File: config.mk
export PLATFORM = sky130hd
export DESIGN_NAME = rofr_ctrl
export DESIGN_NICKNAME = d
export VERILOG_FILES = /design/src/hdl/rofr_pkg.sv /design/src/hdl/rofr_ctrl.sv
export SDC_FILE = /design/constraint.sdc
export NUM_CORES = 1
export LEC_CHECK = 0
export ABC_AREA = 1
export ABC_CLOCK_PERIOD_IN_PS = 1000
export BUFFER_PORTS_ARGS = -buffer_cell sky130_fd_sc_hd__buf_2
export CELL_PAD_IN_SITES_DETAIL_PLACEMENT = 1
export CELL_PAD_IN_SITES_GLOBAL_PLACEMENT = 1
export CORE_AREA = 2 2 39 41
export CTS_BUF_LIST = sky130_fd_sc_hd__clkbuf_2
export DETAILED_ROUTE_END_ITERATION = 8
export DIE_AREA = 0 0 41 43
export GPL_ROUTABILITY_DRIVEN = 0
export GPL_TIMING_DRIVEN = 0
export HOLD_SLACK_MARGIN = 0.06
export PLACE_DENSITY = 0.67
export SYNTH_ARGS = -nofsm -noshare
export SYNTH_HDL_FRONTEND = slang
export SYNTH_SLANG_ARGS = --single-unit
File: constraint.sdc
create_clock -name clk -period 1 [get_ports clk]
set_input_delay 0.15 -clock clk [delete_from_list [all_inputs] [get_ports clk]]
set_output_delay 0.15 -clock clk [all_outputs]
set_load 0.01 [all_outputs]
File: src/hdl/rofr_pkg.sv
// Shared types and constants for the rectangle rasterizer.
// Request and status codes, controller states, command and status bundles.
`default_nettype none

package rofr_pkg;

    localparam int COORD_W = 20;
    localparam int BYTE_W  = 8;
    localparam int CFG_W   = 9;
    localparam int CIDX_W  = 2;
    localparam int POS_W   = 8;

    localparam logic [CIDX_W-1:0] REG_CANVAS_WIDTH  = 2'd0;
    localparam logic [CIDX_W-1:0] REG_CANVAS_HEIGHT = 2'd1;
    localparam logic [CIDX_W-1:0] REG_BACKGROUND    = 2'd2;

    localparam logic [CFG_W-1:0]  WIDTH_RESET  = 9'd256;
    localparam logic [CFG_W-1:0]  HEIGHT_RESET = 9'd256;
    localparam logic [BYTE_W-1:0] BG_RESET     = 8'd32;

    localparam logic [BYTE_W-1:0] KIND_FILLED  = 8'h52;  // 'R'
    localparam logic [BYTE_W-1:0] KIND_OUTLINE = 8'h72;  // 'r'

    typedef enum logic [1:0] {
        REQ_CLEAR = 2'd0,
        REQ_DRAW  = 2'd1,
        REQ_READ  = 2'd2,
        REQ_NONE  = 2'd3
    } req_t;

    typedef enum logic [1:0] {
        STAT_OK      = 2'd0,
        STAT_REJECT  = 2'd1,
        STAT_OUTSIDE = 2'd2
    } stat_code_t;

    typedef enum logic [2:0] {
        ST_IDLE,
        ST_DECODE,
        ST_SWEEP,
        ST_READ,
        ST_FINISH
    } state_t;

    typedef struct packed {
        logic in_ready;
        logic setup;
        logic sweep;
        logic rd_en;
        logic load_result;
    } ctl_cmd_t;

    typedef struct packed {
        req_t req;
        logic reject;
        logic empty;
        logic last_pixel;
        logic slot_free;
    } dp_stat_t;

endpackage

`default_nettype wire

File: src/hdl/rofr_ctrl.sv
// Request sequencer: accepts a beat, walks decode, sweep or read, then posts the result.
// Uses rofr_pkg for states and the command/status bundles.
`default_nettype none

module rofr_ctrl
    import rofr_pkg::*;
(
    input  wire logic     clk,
    input  wire logic     rst_n,
    input  wire logic     in_valid,
    input  wire dp_stat_t stat,
    output ctl_cmd_t      cmd
);

    state_t state_reg;
    state_t state_next;

    always_ff @(posedge clk or negedge rst_n)
    begin
        if (!rst_n)
        begin
            state_reg <= ST_IDLE;
        end
        else
        begin
            state_reg <= state_next;
        end
    end

    always_comb
    begin
        state_next = state_reg;
        unique case (state_reg)
            ST_IDLE:
            begin
                if (in_valid)
                begin
                    state_next = ST_DECODE;
                end
            end
            ST_DECODE:
            begin
                unique case (stat.req)
                    REQ_CLEAR: state_next = stat.empty ? ST_FINISH : ST_SWEEP;
                    REQ_DRAW:  state_next = (stat.reject || stat.empty) ? ST_FINISH : ST_SWEEP;
                    REQ_READ:  state_next = ST_READ;
                    REQ_NONE:  state_next = ST_FINISH;
                endcase
            end
            ST_SWEEP:
            begin
                if (stat.last_pixel)
                begin
                    state_next = ST_FINISH;
                end
            end
            ST_READ:
            begin
                state_next = ST_FINISH;
            end
            ST_FINISH:
            begin
                if (stat.slot_free)
                begin
                    state_next = ST_IDLE;
                end
            end
            default:
            begin
                state_next = ST_IDLE;
            end
        endcase
    end

    always_comb
    begin
        cmd             = '0;
        cmd.in_ready    = (state_reg == ST_IDLE);
        cmd.setup       = (state_reg == ST_DECODE);
        cmd.sweep       = (state_reg == ST_SWEEP);
        cmd.rd_en       = (state_reg == ST_READ);
        cmd.load_result = (state_reg == ST_FINISH) && stat.slot_free;
    end

endmodule

`default_nettype wire

==> flow_metrics.py <==
metrics = {
    "outcome": {
        "status": "finished, violations left",
        "violations": "negative setup slack",
    },
    "logic_synthesis": {
        "syn_area_sq_um": 236,
        "synth_cell_types": 13,
        "synth_seq_cells": 3,
        "yosysTopAreaCell": "dfrtp_1",
        "synth_nets": 46,
        "avgSynthCellArea_sq_um": 6.39,
        "netlist_top_cells_area": "dfrtp_1, nand2_1, inv_1",
        "ys_warn_count": 0,
        "synthCells": 37,
        "synth.yosys.seq_area_share": 0.317,
        "yosys.area.top_type_share": 0.317,
    },
    "critical_path": {
        "cp-end-kind": "output port",
        "rr_startpoint": "state_reg[1]$_DFFE_PN0P_",
        "cp_max_fo": 7,
        "worst-endpoint-required_ns": 0.85,
        "startpoint": "state_reg[0]$_DFFE_PN0P_",
        "ff2ff_setup_slack_ns": -0.17,
        "cp-start-kind": "flop",
        "cp.arrival_ns": 1.08,
        "critPathKind": "reg -> out",
    },
    "clocking": {
        "path_clk_slew_ns": 0.04,
        "cts_num_sinks": 3,
        "cts_tree": "built",
        "cts_root_buffer": "clkbuf_2",
        "cts_buffers": 3,
        "insertion_delay_ns": 0.20,
        "htree_levels": 1,
        "clockBufferDepth": 2,
    },
    "timing": {
        "rsz0062_at_grt": "yes",
        "post-route-period-util": 1.23,
        "period_needed_ns": 1.23,
        "setup_ws_ns": -0.226,
        "timing.fmax_mhz": 816,
        "relSlewSlack": 0.878,
        "finalSetupViolations": 8,
        "hold_viol": 0,
        "worst_slew_pin_slew_ns": 0.181,
        "slew_viol_final": 0,
        "clock_skew_ns": 0.00312,
        "setup_tns_ns": -1.35,
    },
    "floorplan": {
        "start_util": 0.171,
        "core-area_sq_um": 1380,
        "die_y_um": 43,
        "die_w_um": 41,
        "rows": 14,
        "design.die.area_sq_um": 1760,
        "ios": 14,
    },
    "routing": {
        "drc": 0,
        "vias": 313,
        "routedWlPerCell_um": 9.51,
        "firstDrtPassIters": 1,
        "drt-met1-wl_um": 298,
        "wirelength_um": 723,
        "routed-wl-met3_um": 52,
        "wl_met2_um": 372,
        "drtAntennaViolNets": 0,
        "drt-initial-drc-count": 0,
        "viasPerCell": 4.12,
        "top_layer": "met3",
    },
    "global_routing": {
        "first_global_vias": 340,
        "gr-total-overflow": 0,
        "grtUsageTotal": 0.106,
        "grt_max_degree": 8,
        "antenna_found_initial": 0,
        "grt_pass1_wl_mm": 1.25,
    },
    "cells_and_area": {
        "multi_input_area_sq_um": 151,
        "final_util": 0.303,
        "regArea_sq_um": 78.8,
        "drive_above_1_share": 0.583,
        "layout.cells.non_filler": 76,
        "antenna_cells": 0,
        "largest_reg_flops": 3,
        "nNetsFinal": 70,
        "area_delta_synth_final_pct": 77.2,
        "fill_cells": 190,
    },
    "placement": {
        "place_ws_ns": -0.131,
        "port_buffers": 13,
        "hpwl_um": 525,
        "place_inst": 66,
    },
    "hold_path": {
        "worstHoldStart": "stat[1]",
        "hold_class": "in -> reg",
    },
    "power": {
        "power.leakage_nw": 0.249,
        "p_per_area_nw_per_um2": 2430,
        "p_total_mw": 1.02,
        "peakVddDrop_uv": 660,
    },
    "run": {
        "drv_cap": 0,
    },
}
## final timing paths
kind                                            end  depth (start not counted)
max                                          cmd[0]                          2
min                        state_reg[1]$_DFFE_PN0P_                          2
max reg2reg                state_reg[0]$_DFFE_PN0P_                          7
min reg2reg                state_reg[1]$_DFFE_PN0P_                          2
max in group asynchronous  state_reg[0]$_DFFE_PN0P_                          2
min in group asynchronous  state_reg[1]$_DFFE_PN0P_                          2
## placed cells by master, fill, tap and decap left out, types with 2 or more instances in the layout
cell and n:
buf_4 5, nand2_1 10, inv_1 7, clkbuf_2 4
dfrtp_2 3, buf_2 13, nand3_1 3, nor2_2 3
nor2_1 2
## per-layer routing
| layer | vias to the layer above | global-route usage |
|---|---|---|
| met4 | 0 | 0.0400 |
| met1 | 144 | 0.114 |
| met5 | - | 0 |
| li1 | 160 | - |
| met3 | 0 | 0.0471 |
| met2 | 9 | 0.172 |
## cells by family after synthesis
logic type,count (synthesis),synth area share
AO/OA/AOI/OAI,2,0.0529
flip-flops,3,0.317
AND/OR/NAND/NOR,23,0.487
buffers and inverters,9,0.143
## worst max-delay path: stages, from the launching register on
cell and delay, ns:
dfrtp_2 0.46, nor4_2 0.25, buf_2 0.16
## power breakdown
group / total, mW / switching (mW) / leakage, nW / internal (mW)
sequential: 0.296 / 0.118 / 0.0349 / 0.177
combinational: 0.555 / 0.287 / 0.198 / 0.268
clock: 0.167 / 0.0610 / 0.0166 / 0.106
## cells in the mapped netlist (all sizes together)
| cell | number |
|---|---|
| nor3 | 3 |
| a21oi | 1 |
| dfrtp | 3 |
| nand3 | 3 |
| o31ai | 1 |
| nand2 | 11 |
| nor4 | 1 |
| nor2 | 5 |
| inv | 9 |
## repair_timing
item / 4_1_cts / 5_1_grt
setup buffers: 4 / 1
endpoints found under the hold margin: 3 / 0
endpoints found under the setup margin: 8 / 8
gates cloned: 0 / 0
resized for setup: 4 / 3
hold buffers: 1 / 0
pin swaps: 2 / 1
## stage by stage
step	instance area, sq um	hold slack (ns)
6_report	419	0.143
2_1_floorplan	248	-0.146
3_5_place_dp	333	-0.0511
4_1_cts	402	0.148
5_1_grt	419	0.134
3_3_place_gp	333	-0.0529
## layout make-up
| type | count | area share |
|---|---|---|
| repair buffers | 19 | 0.269 |
| clock buffers | 4 | 0.0478 |
| inverters | 9 | 0.0866 |
| well taps | 16 | 0.0478 |
| flip-flops and latches | 3 | 0.188 |
| multi-input cells | 25 | 0.361 |
Note: power is estimated with default switching activity, not from simulation.
